$ cat src/rtl/core/hsi_pkg.sv
package hsi_pkg;

  localparam int SLOT_COUNT_DEF  = 10;
  localparam int MAX_KEY_LEN_DEF = 99;

  localparam int KEY_W      = 8;
  localparam int SUM_W      = 15;
  localparam int SLOT_IDX_W = 4;
  localparam int OUTCOME_W  = 2;
  localparam int CFG_IDX_W  = 1;
  localparam int CFG_DATA_W = 2;
  localparam int STEP_W     = 2;
  // widest pre-reduction hash value (mid-square of a 15-bit sum, over 100)
  localparam int HASH_W     = 24;

  // floor(s / d) == (s * M) >> SH for every 15-bit s
  localparam logic [15:0] RCP10_M    = 16'd26215;
  localparam int          RCP10_SH   = 18;
  localparam logic [15:0] RCP100_M   = 16'd20972;
  localparam int          RCP100_SH  = 21;
  localparam logic [15:0] RCP1K_M    = 16'd33555;
  localparam int          RCP1K_SH   = 25;
  localparam logic [15:0] RCP10K_M   = 16'd26844;
  localparam int          RCP10K_SH  = 28;

  typedef enum logic [1:0] {
    HM_MID_SQUARE,
    HM_DIGIT_SUM,
    HM_TENS_DIGIT,
    HM_ROTATE4
  } hash_mode_t;

  typedef enum logic [CFG_IDX_W-1:0] {
    CFG_HASH_MODE,
    CFG_PROBE_STEP
  } cfg_idx_t;

  typedef enum logic [OUTCOME_W-1:0] {
    OC_HOME,
    OC_PROBED,
    OC_FAILED,
    OC_TOO_LONG
  } outcome_t;

  typedef struct packed {
    hash_mode_t        hash_mode;
    logic [STEP_W-1:0] probe_step;
  } cfg_t;

  // control bits that travel with a key through the pipeline
  typedef struct packed {
    logic vld;
    logic too_long;
  } tok_t;

  // floor(e*e/100) for the low two decimal digits of the sum
  typedef logic [6:0] sqd_tbl_t [128];

  function automatic sqd_tbl_t sqd_build();
    sqd_tbl_t t;
    for (int i = 0; i < 128; i++) begin
      t[i] = 7'((i * i) / 100);
    end
    return t;
  endfunction

  localparam sqd_tbl_t SQD100 = sqd_build();

endpackage

$ cat src/rtl/core/hsi_chan_if.sv
interface hsi_in_if;
  import hsi_pkg::*;

  logic             valid;
  logic             ready;
  logic [KEY_W-1:0] key_byte;
  logic             last_byte;

  modport source (output valid, output key_byte, output last_byte, input ready);
  modport sink   (input valid, input key_byte, input last_byte, output ready);
endinterface

interface hsi_out_if;
  import hsi_pkg::*;

  logic                  valid;
  logic                  ready;
  logic [SLOT_IDX_W-1:0] slot_index;
  logic [OUTCOME_W-1:0]  outcome;

  modport source (output valid, output slot_index, output outcome, input ready);
  modport sink   (input valid, input slot_index, input outcome, output ready);
endinterface

$ cat src/rtl/core/hsi_accum.sv
module hsi_accum #(
  parameter int MAX_KEY_LEN = hsi_pkg::MAX_KEY_LEN_DEF
) (
  input  logic                       clk,
  input  logic                       rst_n,
  input  logic                       en,
  input  logic                       acc,
  input  logic [hsi_pkg::KEY_W-1:0]  key_byte,
  input  logic                       last_byte,
  output hsi_pkg::tok_t              tok,
  output logic [hsi_pkg::SUM_W-1:0]  tok_sum
);
  import hsi_pkg::*;

  localparam int CNT_W = $clog2(MAX_KEY_LEN + 2);

  logic [SUM_W-1:0] sum_r, sum_nxt, sum_upd, tok_sum_r;
  logic [CNT_W-1:0] cnt_r, cnt_nxt, cnt_upd;
  tok_t             tok_r, tok_nxt;

  always_comb begin
    sum_upd = sum_r;
    cnt_upd = cnt_r;
    if (cnt_r < CNT_W'(MAX_KEY_LEN)) begin
      sum_upd = sum_r + SUM_W'(key_byte);
      cnt_upd = cnt_r + CNT_W'(1);
    end else begin
      // count parks one past the limit: marks the key as too long
      cnt_upd = CNT_W'(MAX_KEY_LEN + 1);
    end
  end

  always_comb begin
    sum_nxt = sum_r;
    cnt_nxt = cnt_r;
    if (acc) begin
      if (last_byte) begin
        sum_nxt = '0;
        cnt_nxt = '0;
      end else begin
        sum_nxt = sum_upd;
        cnt_nxt = cnt_upd;
      end
    end
    tok_nxt.vld      = acc & last_byte;
    tok_nxt.too_long = cnt_upd > CNT_W'(MAX_KEY_LEN);
  end

  always_ff @(posedge clk) begin
    if (!rst_n) begin
      sum_r <= '0;
      cnt_r <= '0;
      tok_r <= '0;
    end else begin
      sum_r <= sum_nxt;
      cnt_r <= cnt_nxt;
      if (en) begin
        tok_r <= tok_nxt;
      end
    end
  end

  always_ff @(posedge clk) begin
    if (en) begin
      tok_sum_r <= sum_upd;
    end
  end

  assign tok     = tok_r;
  assign tok_sum = tok_sum_r;

  a_cnt_bound: assert property (@(posedge clk) disable iff (!rst_n)
    cnt_r <= CNT_W'(MAX_KEY_LEN + 1))
    else $error("key byte count beyond its stop value");

endmodule

$ cat src/rtl/core/hsi_hash.sv
module hsi_hash #(
  parameter int SLOT_COUNT = hsi_pkg::SLOT_COUNT_DEF
) (
  input  logic                             clk,
  input  logic                             rst_n,
  input  logic                             en,
  input  hsi_pkg::hash_mode_t              hash_mode,
  input  hsi_pkg::tok_t                    tok_i,
  input  logic [hsi_pkg::SUM_W-1:0]        sum_i,
  output hsi_pkg::tok_t                    tok_o,
  output logic [$clog2(SLOT_COUNT)-1:0]    home_o
);
  import hsi_pkg::*;

  localparam int SLOT_W = $clog2(SLOT_COUNT);
  localparam int NW     = $clog2(SLOT_COUNT + 1);
  localparam int P_W    = SUM_W + 16;
  // residues of powers of two, used to fold wide values down, and a reciprocal of SLOT_COUNT
  localparam int K12    = 4096 % SLOT_COUNT;
  localparam int R28    = (1 << 28) % SLOT_COUNT;
  localparam int MN     = 65536 / SLOT_COUNT;
  localparam int F1_W   = 12 + SLOT_W + 1;
  localparam int H2_W   = F1_W - 12;
  localparam int V_W    = ((H2_W + SLOT_W) > 12 ? (H2_W + SLOT_W) : 12) + 1;
  localparam int M_W    = V_W + 16;
  localparam int QN_W   = V_W + NW;

  // stage A: decimal quotients of the sum
  tok_t             a_tok_r;
  logic [SUM_W-1:0] a_s_r;
  logic [11:0]      a_q1_r;
  logic [8:0]       a_q2_r;
  logic [5:0]       a_q3_r;
  logic [1:0]       a_q4_r;
  logic [P_W-1:0]   p1, p2, p3, p4;

  always_comb begin
    p1 = P_W'(sum_i) * P_W'(RCP10_M);
    p2 = P_W'(sum_i) * P_W'(RCP100_M);
    p3 = P_W'(sum_i) * P_W'(RCP1K_M);
    p4 = P_W'(sum_i) * P_W'(RCP10K_M);
  end

  // stage B: mid-square partial terms, other modes finish here
  tok_t             b_tok_r;
  logic [16:0]      b_c2_r;
  logic [15:0]      b_ce2_r;
  logic [6:0]       b_t_r;
  logic [SUM_W-1:0] b_wo_r;
  logic [SUM_W-1:0] c100, e_full, qsum9, rot, wo;
  logic [6:0]       e;
  logic [17:0]      c2;
  logic [14:0]      ce;
  logic [11:0]      qsum;

  always_comb begin
    c100   = SUM_W'(a_q2_r) * SUM_W'(100);
    e_full = a_s_r - c100;
    e      = e_full[6:0];
    c2     = 18'(a_q2_r) * 18'(a_q2_r);
    ce     = 15'(a_q2_r) * 15'(e);
    qsum   = 12'(a_q1_r) + 12'(a_q2_r) + 12'(a_q3_r) + 12'(a_q4_r);
    // digit sum = s - 9 * sum of s / 10^k
    qsum9  = SUM_W'(qsum) * SUM_W'(9);
    rot    = SUM_W'(a_s_r[SUM_W-1:4]) + SUM_W'(a_s_r[3:0]) * SUM_W'(R28);
    case (hash_mode)
      HM_DIGIT_SUM:  wo = a_s_r - qsum9;
      HM_TENS_DIGIT: wo = SUM_W'(a_q1_r);
      HM_ROTATE4:    wo = rot;
      default:       wo = '0;
    endcase
  end

  // stage C: s*s/100 = 100*c*c + 2*c*e + e*e/100 with s = 100*c + e
  tok_t              c_tok_r;
  logic [HASH_W-1:0] c_w_r, w;

  always_comb begin
    if (hash_mode == HM_MID_SQUARE) begin
      w = HASH_W'(b_c2_r) * HASH_W'(100) + HASH_W'(b_ce2_r) + HASH_W'(b_t_r);
    end else begin
      w = HASH_W'(b_wo_r);
    end
  end

  // stages D, E: two folds at 12 bits, residue preserved
  tok_t            d_tok_r, e_tok_r;
  logic [F1_W-1:0] d_w_r, fold1;
  logic [V_W-1:0]  e_v_r, fold2;

  always_comb begin
    fold1 = F1_W'(c_w_r[HASH_W-1:12]) * F1_W'(K12) + F1_W'(c_w_r[11:0]);
    fold2 = V_W'(d_w_r[F1_W-1:12]) * V_W'(K12) + V_W'(d_w_r[11:0]);
  end

  // stage F: quotient estimate, low by at most one
  tok_t           f_tok_r;
  logic [V_W-1:0] f_q_r, f_v_r;
  logic [M_W-1:0] qprod;

  always_comb begin
    qprod = M_W'(e_v_r) * M_W'(MN);
  end

  // stage G: remainder with one correction
  tok_t              g_tok_r;
  logic [SLOT_W-1:0] g_home_r, home;
  logic [QN_W-1:0]   qn, diff;
  logic [SLOT_W:0]   rem;

  always_comb begin
    qn   = QN_W'(f_q_r) * QN_W'(SLOT_COUNT);
    diff = QN_W'(f_v_r) - qn;
    rem  = diff[SLOT_W:0];
    if (rem >= (SLOT_W+1)'(SLOT_COUNT)) begin
      home = SLOT_W'(rem - (SLOT_W+1)'(SLOT_COUNT));
    end else begin
      home = SLOT_W'(rem);
    end
  end

  always_ff @(posedge clk) begin
    if (!rst_n) begin
      a_tok_r <= '0;
      b_tok_r <= '0;
      c_tok_r <= '0;
      d_tok_r <= '0;
      e_tok_r <= '0;
      f_tok_r <= '0;
      g_tok_r <= '0;
    end else if (en) begin
      a_tok_r <= tok_i;
      b_tok_r <= a_tok_r;
      c_tok_r <= b_tok_r;
      d_tok_r <= c_tok_r;
      e_tok_r <= d_tok_r;
      f_tok_r <= e_tok_r;
      g_tok_r <= f_tok_r;
    end
  end

  always_ff @(posedge clk) begin
    if (en) begin
      a_s_r    <= sum_i;
      a_q1_r   <= p1[RCP10_SH +: 12];
      a_q2_r   <= p2[RCP100_SH +: 9];
      a_q3_r   <= p3[RCP1K_SH +: 6];
      a_q4_r   <= p4[RCP10K_SH +: 2];
      b_c2_r   <= c2[16:0];
      b_ce2_r  <= {ce, 1'b0};
      b_t_r    <= SQD100[e];
      b_wo_r   <= wo;
      c_w_r    <= w;
      d_w_r    <= fold1;
      e_v_r    <= fold2;
      f_q_r    <= qprod[16 +: V_W];
      f_v_r    <= e_v_r;
      g_home_r <= home;
    end
  end

  assign tok_o  = g_tok_r;
  assign home_o = g_home_r;

  a_home_range: assert property (@(posedge clk) disable iff (!rst_n)
    g_tok_r.vld |-> ({1'b0, g_home_r} < (SLOT_W+1)'(SLOT_COUNT)))
    else $error("home slot outside the table");

endmodule

$ cat src/rtl/core/hsi_table.sv
module hsi_table #(
  parameter int SLOT_COUNT = hsi_pkg::SLOT_COUNT_DEF
) (
  input  logic                            clk,
  input  logic                            rst_n,
  input  logic                            en,
  input  hsi_pkg::tok_t                   tok_i,
  input  logic [$clog2(SLOT_COUNT)-1:0]   home_i,
  input  logic [hsi_pkg::STEP_W-1:0]      probe_step,
  output logic                            out_vld,
  output logic [$clog2(SLOT_COUNT)-1:0]   out_slot,
  output hsi_pkg::outcome_t               out_outcome
);
  import hsi_pkg::*;

  localparam int SLOT_W = $clog2(SLOT_COUNT);
  localparam int A_W    = SLOT_W + 2;

  logic [SLOT_COUNT-1:0] used_r, used_nxt;
  logic                  out_vld_r;
  logic [SLOT_W-1:0]     slot_r, slot_nxt, alt;
  outcome_t              outcome_r, outcome_nxt;
  logic [A_W-1:0]        alt_sum;

  // probe slot, wrapped; step may exceed a tiny table once
  always_comb begin
    alt_sum = A_W'(home_i) + A_W'(probe_step);
    if (alt_sum >= A_W'(2 * SLOT_COUNT)) begin
      alt = SLOT_W'(alt_sum - A_W'(2 * SLOT_COUNT));
    end else if (alt_sum >= A_W'(SLOT_COUNT)) begin
      alt = SLOT_W'(alt_sum - A_W'(SLOT_COUNT));
    end else begin
      alt = SLOT_W'(alt_sum);
    end
  end

  always_comb begin
    used_nxt    = used_r;
    slot_nxt    = home_i;
    outcome_nxt = OC_FAILED;
    if (tok_i.too_long) begin
      slot_nxt    = '0;
      outcome_nxt = OC_TOO_LONG;
    end else if (!used_r[home_i]) begin
      used_nxt[home_i] = 1'b1;
      outcome_nxt      = OC_HOME;
    end else if (!used_r[alt]) begin
      used_nxt[alt] = 1'b1;
      slot_nxt      = alt;
      outcome_nxt   = OC_PROBED;
    end
  end

  always_ff @(posedge clk) begin
    if (!rst_n) begin
      used_r    <= '0;
      out_vld_r <= 1'b0;
    end else if (en) begin
      out_vld_r <= tok_i.vld;
      if (tok_i.vld) begin
        used_r <= used_nxt;
      end
    end
  end

  always_ff @(posedge clk) begin
    if (en) begin
      slot_r    <= slot_nxt;
      outcome_r <= outcome_nxt;
    end
  end

  assign out_vld     = out_vld_r;
  assign out_slot    = slot_r;
  assign out_outcome = outcome_r;

  a_used_sticky: assert property (@(posedge clk) disable iff (!rst_n)
    (used_r & $past(used_r)) == $past(used_r))
    else $error("occupied slot was freed");

  a_one_insert: assert property (@(posedge clk) disable iff (!rst_n)
    $countones(used_r ^ $past(used_r)) <= 1)
    else $error("more than one slot taken by one key");

  a_placed_used: assert property (@(posedge clk) disable iff (!rst_n)
    (out_vld_r && (outcome_r == OC_HOME || outcome_r == OC_PROBED))
      |-> used_r[slot_r])
    else $error("reported slot not marked used");

endmodule

$ cat src/rtl/core/hash_slot_insert_top.sv
// Path: accumulator register, hash stages A to G, table register, then the result word.
// Throughput: one key byte per cycle while the output is not stalled; one result per key.
// The whole pipeline stalls only while a result word waits on the output.
// Reset (synchronous): table empty, byte sum and count cleared, hash_mode 0, probe_step 1.
module hash_slot_insert_top #(
  parameter int SLOT_COUNT  = hsi_pkg::SLOT_COUNT_DEF,
  parameter int MAX_KEY_LEN = hsi_pkg::MAX_KEY_LEN_DEF
) (
  input  logic                             clk,
  input  logic                             rst_n,
  hsi_in_if.sink                           in_chan,
  hsi_out_if.source                        out_chan,
  input  logic                             cfg_we,
  input  logic [hsi_pkg::CFG_IDX_W-1:0]    cfg_idx,
  input  logic [hsi_pkg::CFG_DATA_W-1:0]   cfg_wdata
);
  import hsi_pkg::*;

  localparam int SLOT_W = $clog2(SLOT_COUNT);

  cfg_t              cfg_r;
  logic              en, acc;
  tok_t              acc_tok, hash_tok;
  logic [SUM_W-1:0]  acc_sum;
  logic [SLOT_W-1:0] home, out_slot;
  logic              out_vld;
  outcome_t          out_outcome;

  always_ff @(posedge clk) begin
    if (!rst_n) begin
      cfg_r.hash_mode  <= HM_MID_SQUARE;
      cfg_r.probe_step <= STEP_W'(1);
    end else if (cfg_we) begin
      unique case (cfg_idx_t'(cfg_idx))
        CFG_HASH_MODE:  cfg_r.hash_mode  <= hash_mode_t'(cfg_wdata);
        CFG_PROBE_STEP: cfg_r.probe_step <= STEP_W'(cfg_wdata);
        default: ;
      endcase
    end
  end

  // pipeline advances whenever the output word is empty or being taken
  assign en  = !out_vld || out_chan.ready;
  assign acc = in_chan.valid && en;
  assign in_chan.ready = en;

  hsi_accum #(
    .MAX_KEY_LEN (MAX_KEY_LEN)
  ) u_accum (
    .clk       (clk),
    .rst_n     (rst_n),
    .en        (en),
    .acc       (acc),
    .key_byte  (in_chan.key_byte),
    .last_byte (in_chan.last_byte),
    .tok       (acc_tok),
    .tok_sum   (acc_sum)
  );

  hsi_hash #(
    .SLOT_COUNT (SLOT_COUNT)
  ) u_hash (
    .clk       (clk),
    .rst_n     (rst_n),
    .en        (en),
    .hash_mode (cfg_r.hash_mode),
    .tok_i     (acc_tok),
    .sum_i     (acc_sum),
    .tok_o     (hash_tok),
    .home_o    (home)
  );

  hsi_table #(
    .SLOT_COUNT (SLOT_COUNT)
  ) u_table (
    .clk         (clk),
    .rst_n       (rst_n),
    .en          (en),
    .tok_i       (hash_tok),
    .home_i      (home),
    .probe_step  (cfg_r.probe_step),
    .out_vld     (out_vld),
    .out_slot    (out_slot),
    .out_outcome (out_outcome)
  );

  assign out_chan.valid      = out_vld;
  assign out_chan.slot_index = SLOT_IDX_W'(out_slot);
  assign out_chan.outcome    = out_outcome;

endmodule
$ cat src/flat_wrapper.sv
// flat-port wrapper written by rule: the top's interface ports become plain ports
module hash_slot_insert_top_flat import hsi_pkg::*;
#(
  parameter int SLOT_COUNT  = hsi_pkg::SLOT_COUNT_DEF,
  parameter int MAX_KEY_LEN = hsi_pkg::MAX_KEY_LEN_DEF
)
  (clk, rst_n, cfg_we, cfg_idx, cfg_wdata, in_chan_valid, in_chan_key_byte, in_chan_last_byte, in_chan_ready, out_chan_valid, out_chan_slot_index, out_chan_outcome, out_chan_ready);
  hsi_in_if in_chan_i ();
  hsi_out_if out_chan_i ();
  input  logic clk;
  input  logic rst_n;
  input  logic cfg_we;
  input  logic [hsi_pkg::CFG_IDX_W-1:0] cfg_idx;
  input  logic [hsi_pkg::CFG_DATA_W-1:0] cfg_wdata;
  input wire logic [$bits(in_chan_i.valid)-1:0] in_chan_valid;
  input wire logic [$bits(in_chan_i.key_byte)-1:0] in_chan_key_byte;
  input wire logic [$bits(in_chan_i.last_byte)-1:0] in_chan_last_byte;
  output wire logic [$bits(in_chan_i.ready)-1:0] in_chan_ready;
  output wire logic [$bits(out_chan_i.valid)-1:0] out_chan_valid;
  output wire logic [$bits(out_chan_i.slot_index)-1:0] out_chan_slot_index;
  output wire logic [$bits(out_chan_i.outcome)-1:0] out_chan_outcome;
  input wire logic [$bits(out_chan_i.ready)-1:0] out_chan_ready;
  assign in_chan_i.valid = in_chan_valid;
  assign in_chan_i.key_byte = in_chan_key_byte;
  assign in_chan_i.last_byte = in_chan_last_byte;
  assign in_chan_ready = in_chan_i.ready;
  assign out_chan_valid = out_chan_i.valid;
  assign out_chan_slot_index = out_chan_i.slot_index;
  assign out_chan_outcome = out_chan_i.outcome;
  assign out_chan_i.ready = out_chan_ready;
  hash_slot_insert_top #(.SLOT_COUNT(SLOT_COUNT), .MAX_KEY_LEN(MAX_KEY_LEN)) u_core (.clk(clk), .rst_n(rst_n), .in_chan(in_chan_i), .out_chan(out_chan_i), .cfg_we(cfg_we), .cfg_idx(cfg_idx), .cfg_wdata(cfg_wdata));
endmodule
$ cat config.mk
export PLATFORM = sky130hd
export DESIGN_NAME = hash_slot_insert_top_flat
export DESIGN_NICKNAME = d
export VERILOG_FILES = /design/src/rtl/core/hsi_pkg.sv /design/src/rtl/core/hsi_chan_if.sv /design/src/rtl/core/hsi_accum.sv /design/src/rtl/core/hsi_hash.sv /design/src/rtl/core/hsi_table.sv /design/src/rtl/core/hash_slot_insert_top.sv /design/src/flat_wrapper.sv
export SDC_FILE = /design/constraint.sdc
export NUM_CORES = 2
export LEC_CHECK = 0
export BUFFER_PORTS_ARGS = -buffer_cell sky130_fd_sc_hd__buf_4
export CAP_MARGIN = 20
export CELL_PAD_IN_SITES_DETAIL_PLACEMENT = 1
export CELL_PAD_IN_SITES_GLOBAL_PLACEMENT = 1
export CORE_MARGIN = 4
export CORE_UTILIZATION = 25
export CTS_BUF_LIST = sky130_fd_sc_hd__clkbuf_4
export CTS_CLUSTER_DIAMETER = 40
export DETAILED_ROUTE_END_ITERATION = 8
export PLACE_DENSITY = 0.41
export SLEW_MARGIN = 20
export SYNTH_ARGS = -nofsm -noshare
export SYNTH_HDL_FRONTEND = slang
export SYNTH_SLANG_ARGS = --single-unit
export TNS_END_PERCENT = 20
$ cat constraint.sdc
create_clock -name clk -period 31.1 [get_ports clk]
set_input_delay 7.775 -clock clk [delete_from_list [all_inputs] [get_ports clk]]
set_output_delay 7.775 -clock clk [all_outputs]
set_load 0.01 [all_outputs]
# Word-level counts from Yosys, hierarchy flattened
# Memory sizes are Yosys's and may differ from the RTL's. A register that Yosys moved wholly into a read port is not among the register bits.
# Index checks and enable logic that the tools add are counted.
[word_totals]
regBits = 238
mem_bits_ro = 896
inputBits = 17
out_inout_bits = 8
elab_cells = 123
n_memories = 1
[op_classes]
addsub = 17
n_mul = 14
order_cmp = 9
n_eq_ne = 4
mux = 23
n_bitwise = 6
n_reduce_logical = 9
[memory_table]
columns = ["name", "depth", "word_bits", "rd", "rd_ports_with_merged_regs", "write_ports", "line_no", "rtl"]
rows = [
  ["(no name shown)", 128, 7, 1, 1, 0, "hsi_hash.sv:151", "b_t_r <= SQD100[e];"],
]
[op_table]
columns = ["op", "n"]
rows = [
  ["$mul A15 B13 Y28 const B", 2],
  ["$mux W15", 3],
  ["$pmux W15 S3", 1],
  ["$mul A15 B16 Y31 const B", 1],
  ["$mul A15 B15 Y30 const B", 1],
  ["$mul A13 B13 Y26 const B", 1],
  ["$add A24 B16 Y24", 1],
  ["$add A24 B7 Y24", 1],
  ["$mul A17 B5 Y22 const B", 1],
  ["$mux W10", 2],
  ["$mux W4", 5],
  ["$or A10 B10 Y10", 2],
  ["$mul A9 B9 Y17", 1],
  ["$add A15 B12 Y16", 1],
  ["$add A15 B8 Y15", 1],
  ["$mul A12 B4 Y15 const B", 1],
  ["$mul A9 B7 Y15", 1],
  ["$sub A15 B15 Y15", 1],
  ["$mul A12 B2 Y14 const B", 1],
  ["$mux W7", 2],
  ["$add A8 B12 Y13", 1],
  ["$add A11 B7 Y12", 1],
  ["$add A12 B2 Y12", 1],
  ["$add A12 B6 Y12", 1],
  ["other kinds (33)", 48],
]

# Logic depth before layout (Yosys ltp)
[logic_depth]
depth_word = 11
depth_mapped = 25

# Modules after synthesis
# From an unflattened synthesis, not the netlist that was laid out.
[hier_totals]
hier_cells = 3612
area_unflattened_um2 = 35675.5
[by_module_without_submodules]
columns = ["module", "instances", "cells_each", "area_each_um2", "seq_area_each_um2"]
rows = [
  ["hsi_hash", 1, 3165, 31681.6, 5175.0],
  ["hsi_accum", 1, 258, 2289.7, 930.9],
  ["hsi_table", 1, 170, 1524.0, 400.4],
  ["hash_slot_insert_top", 1, 19, 180.2, 80.1],
]

# Worst setup path after synthesis
# No wires, ideal clock.
[synth_path]
path_type = "input to output"
startpoint = "in out_chan_ready"
endpoint = "out in_chan_ready"
arrival_ps = 13358
path_slack_ps = 9967
stages = 4
path_buffers = 2
cell_sequence = "nor2b_1 clkbuf_1 clkinv_1 buf_1"
[synth_between]
elab_chain_len = 1
[synth_lines]
columns = ["element", "line_no", "rtl"]
rows = [
  ["start, declared", "flat_wrapper.sv:22", "input wire logic [$bits(out_chan_i.ready)-1:0] out_chan_ready;"],
  ["$logic_or A1 B1 Y1", "hash_slot_insert_top.sv:43", "assign en = !out_vld || out_chan.ready;"],
  ["end, declared", "flat_wrapper.sv:18", "output wire logic [$bits(in_chan_i.ready)-1:0] in_chan_ready;"],
]
# No other way between the ends.

# Worst setup path in the final report
# Same ends and word-level chain as after synthesis.

==> flow_summary.json <==
{
  "drt-initial-drc-count": 649,
  "hold_viol_final": 0,
  "grt_first_pass_wirelength_um": 156900,
  "slew_headroom_pct": 36.07,
  "path_class": "input pin to output port",
  "arrival_ps": 9350,
  "core_area_um2": 139400,
  "antenna_found_initial": 2,
  "seq_area_frac_synth_pct": 18.81,
  "route.detailed.drc": 0,
  "ys.flop_type": "edfxtp_1",
  "total_power_mw": 3.990,
  "grtUsageTotal_pct": 13.74,
  "routed_wl_um": 98420,
  "cp_num_buf_inv": 3,
  "synth-edff-count": 184,
  "synth_top_area_share_pct": 25.26,
  "synth.largest_area_cell": "ha_1",
  "path_cells": "buf_4 > nor2b_2 > inv_8 > buf_4",
  "setup_tns_ps": 0,
  "crit_path_top_delay_cell": "nor2b_2",
  "cp_top_family": "buffers and inverters",
  "row_count": 137,
  "yosys-top-cells-count": "inv_1 (712), ha_1 (707), fa_1 (382), nand2_1 (222), edfxtp_1 (184)",
  "fin_nets": 4756,
  "syn_inst": 3575,
  "die_x_um": 382.3,
  "fin_ws_ps": 13970,
  "place_area_um2": 37630,
  "hold_path_class": "flop to flop",
  "syn_avg_cell_area_um2": 9.796,
  "gp_congestion": 0.7590,
  "dp_cells": 5452,
  "fin_worst_hold_slack_ps": 425.8,
  "cpPeakStageDelay_ps": 740,
  "fin_area_um2": 38570,
  "cts_resized": 0,
  "synth_area_um2": 35020,
  "root_buffer": "clkbuf_4",
  "route.vias.total": 24470,
  "cts_buffers": 72,
  "synth_most_common_cell": "inv_1",
  "cts_tree": "yes",
  "multi_input_area_um2": 25530,
  "setup_violations": 0,
  "h-tree-depth": 3,
  "cpMostUsedCell": "buf_4",
  "viasPerCell": 4.381,
  "tightest_slew_ps": 934.8,
  "clkSlewWorstSetupHoldPaths_ps": 60,
  "power_density_nw_per_um2": 103.5,
  "synth_warnings": 0,
  "slew_viol_final": 0,
  "regArea_um2": 6586,
  "io_buffers": 24,
  "wl_per_cell_um": 17.62,
  "max_freq_mhz": 58.39,
  "dieArea_um2": 146100,
  "p_leak_nw": 19.75,
  "dp_hpwl_um": 80780,
  "start_kind": "input pin",
  "fin_util_pct": 27.68,
  "drt_pass1_iterations": 4,
  "ant_nets": 0,
  "drive_gt1_share_pct": 6.231,
  "rsz0062_at_grt": "no",
  "boundaryPins": 25,
  "n_fill_cell": 16110,
  "area.growth.synth_to_final_pct": 10.13,
  "holdBufCountCts": 0,
  "fin_crit_sh_pct": 55.07,
  "grt_pass1_vias": 26930,
  "netlist_top_cells_area": "ha_1 (25%), fa_1 (22%), edfxtp_1 (16%)",
  "cts_sinks": 237,
  "synth_cell_types": 85,
  "grt_max_degree": 80,
  "cts_setup_buffers": 0,
  "finClkSkew_ps": 81.12,
  "final_cells": 5585,
  "ir_drop_uv": 153.9,
  "clk_latency_ps": 870,
  "status": "finished, final reports clean",
  "start_util_pct": 25.13,
  "yosys_register_bits": 237,
  "post-place-ws_ps": 13880,
  "cp.required_ps": 23330,
  "end_kind": "output port",
  "die_y_um": 382.3,
  "max_cap_violations": 0,
  "async_reset_ff_share_pct": 0,
  "period_needed_ps": 17130,
  "grt_overflow_total": 0,
  "cp_max_fo": 79,
  "clockBufferDepth": 3
}
==> cell families after synthesis <==
group	Yosys count	share of synthesized area (%)
multiplexers	31	1.183
XOR/XNOR	189	4.727
other	1	0.01071
flip-flops	237	18.81
buffers and inverters	780	8.385
adder cells (fa/ha/maj)	1089	47.10
AND/OR/NAND/NOR	699	9.571
AO/OA/AOI/OAI	549	10.22
==> final timing paths <==
kind | slack, ps | startpoint | to | cells past startpoint
hold / removal | 430 | u_core.u_hash.d_w_r[0] | u_core.u_hash.e_v_r[0] | 0
setup reg to reg | 23880 | u_core.u_hash.a_q2_r[2] | u_core.u_hash.b_wo_r[14] | 24
hold reg to reg | 430 | u_core.u_hash.d_w_r[0] | u_core.u_hash.e_v_r[0] | 0
setup / recovery | 13970 | out_chan_ready | in_chan_ready | 4
==> metal layers <==
layer | track usage, % | wire [um]
met1 | 18.28 | 46960
met3 | 1.302 | 1366
met4 | 2.732 | 1312
met2 | 24.27 | 48780
met5 | 0 | 0
==> registers in the layout, summed over array words and instances, names as in the netlist, 15 cells and up <==
name / cells
u_core.u_hash.a_s_r: 15
u_core.u_hash.c_w_r: 24
u_core.u_accum.tok_sum: 15
u_core.u_hash.b_wo_r: 15
u_core.u_hash.d_w_r: 16
u_core.u_hash.b_ce2_r: 15
u_core.u_hash.b_c2_r: 16
u_core.u_accum.sum_r: 15
==> report_power, final <==
part	internal (mW)	switching, mW
clock network	0.160	0.154
registers	0.474	0.0651
logic	1.34	1.80
==> cell usage in the layout, fill, tap and decap left out, types with 8 or more instances in the layout <==
master,n
dfxtp_1,53
inv_1,712
nor2b_1,42
mux2i_1,14
nand3_1,50
a22oi_1,14
buf_4,61
a21o_1,52
a211oi_1,17
o21ai_1,20
nand4_1,17
fa_1,382
edfxtp_1,184
nor2_1,155
a2111oi_0,11
or2_2,13
o211ai_1,24
xor2_1,42
nor4_1,12
nor3_1,56
xnor2_1,144
nand2b_1,24
nor3b_1,8
o21a_1,24
clkinv_1,16
ha_1,707
a21oi_1,137
and2_1,38
nand2_1,222
nand3b_1,9
and3_1,18
mux2_2,9
clkbuf_4,107
or3_1,18
o21bai_1,22
o21ai_0,104
o31ai_1,8
a21boi_0,23
a31oi_1,24
==> final cells by class <==
type / instances / area share, %
Multi-Input combinational cell: 2559 / 66.20
Sequential cell: 237 / 17.08
Inverter: 719 / 7.017
Tap cell: 1876 / 6.086
Clock buffer: 107 / 2.083
Timing Repair Buffer: 61 / 1.187
Clock inverter: 24 / 0.3341
Antenna cell: 2 / 0.01298
Note: power is estimated with default switching activity, not from simulation.
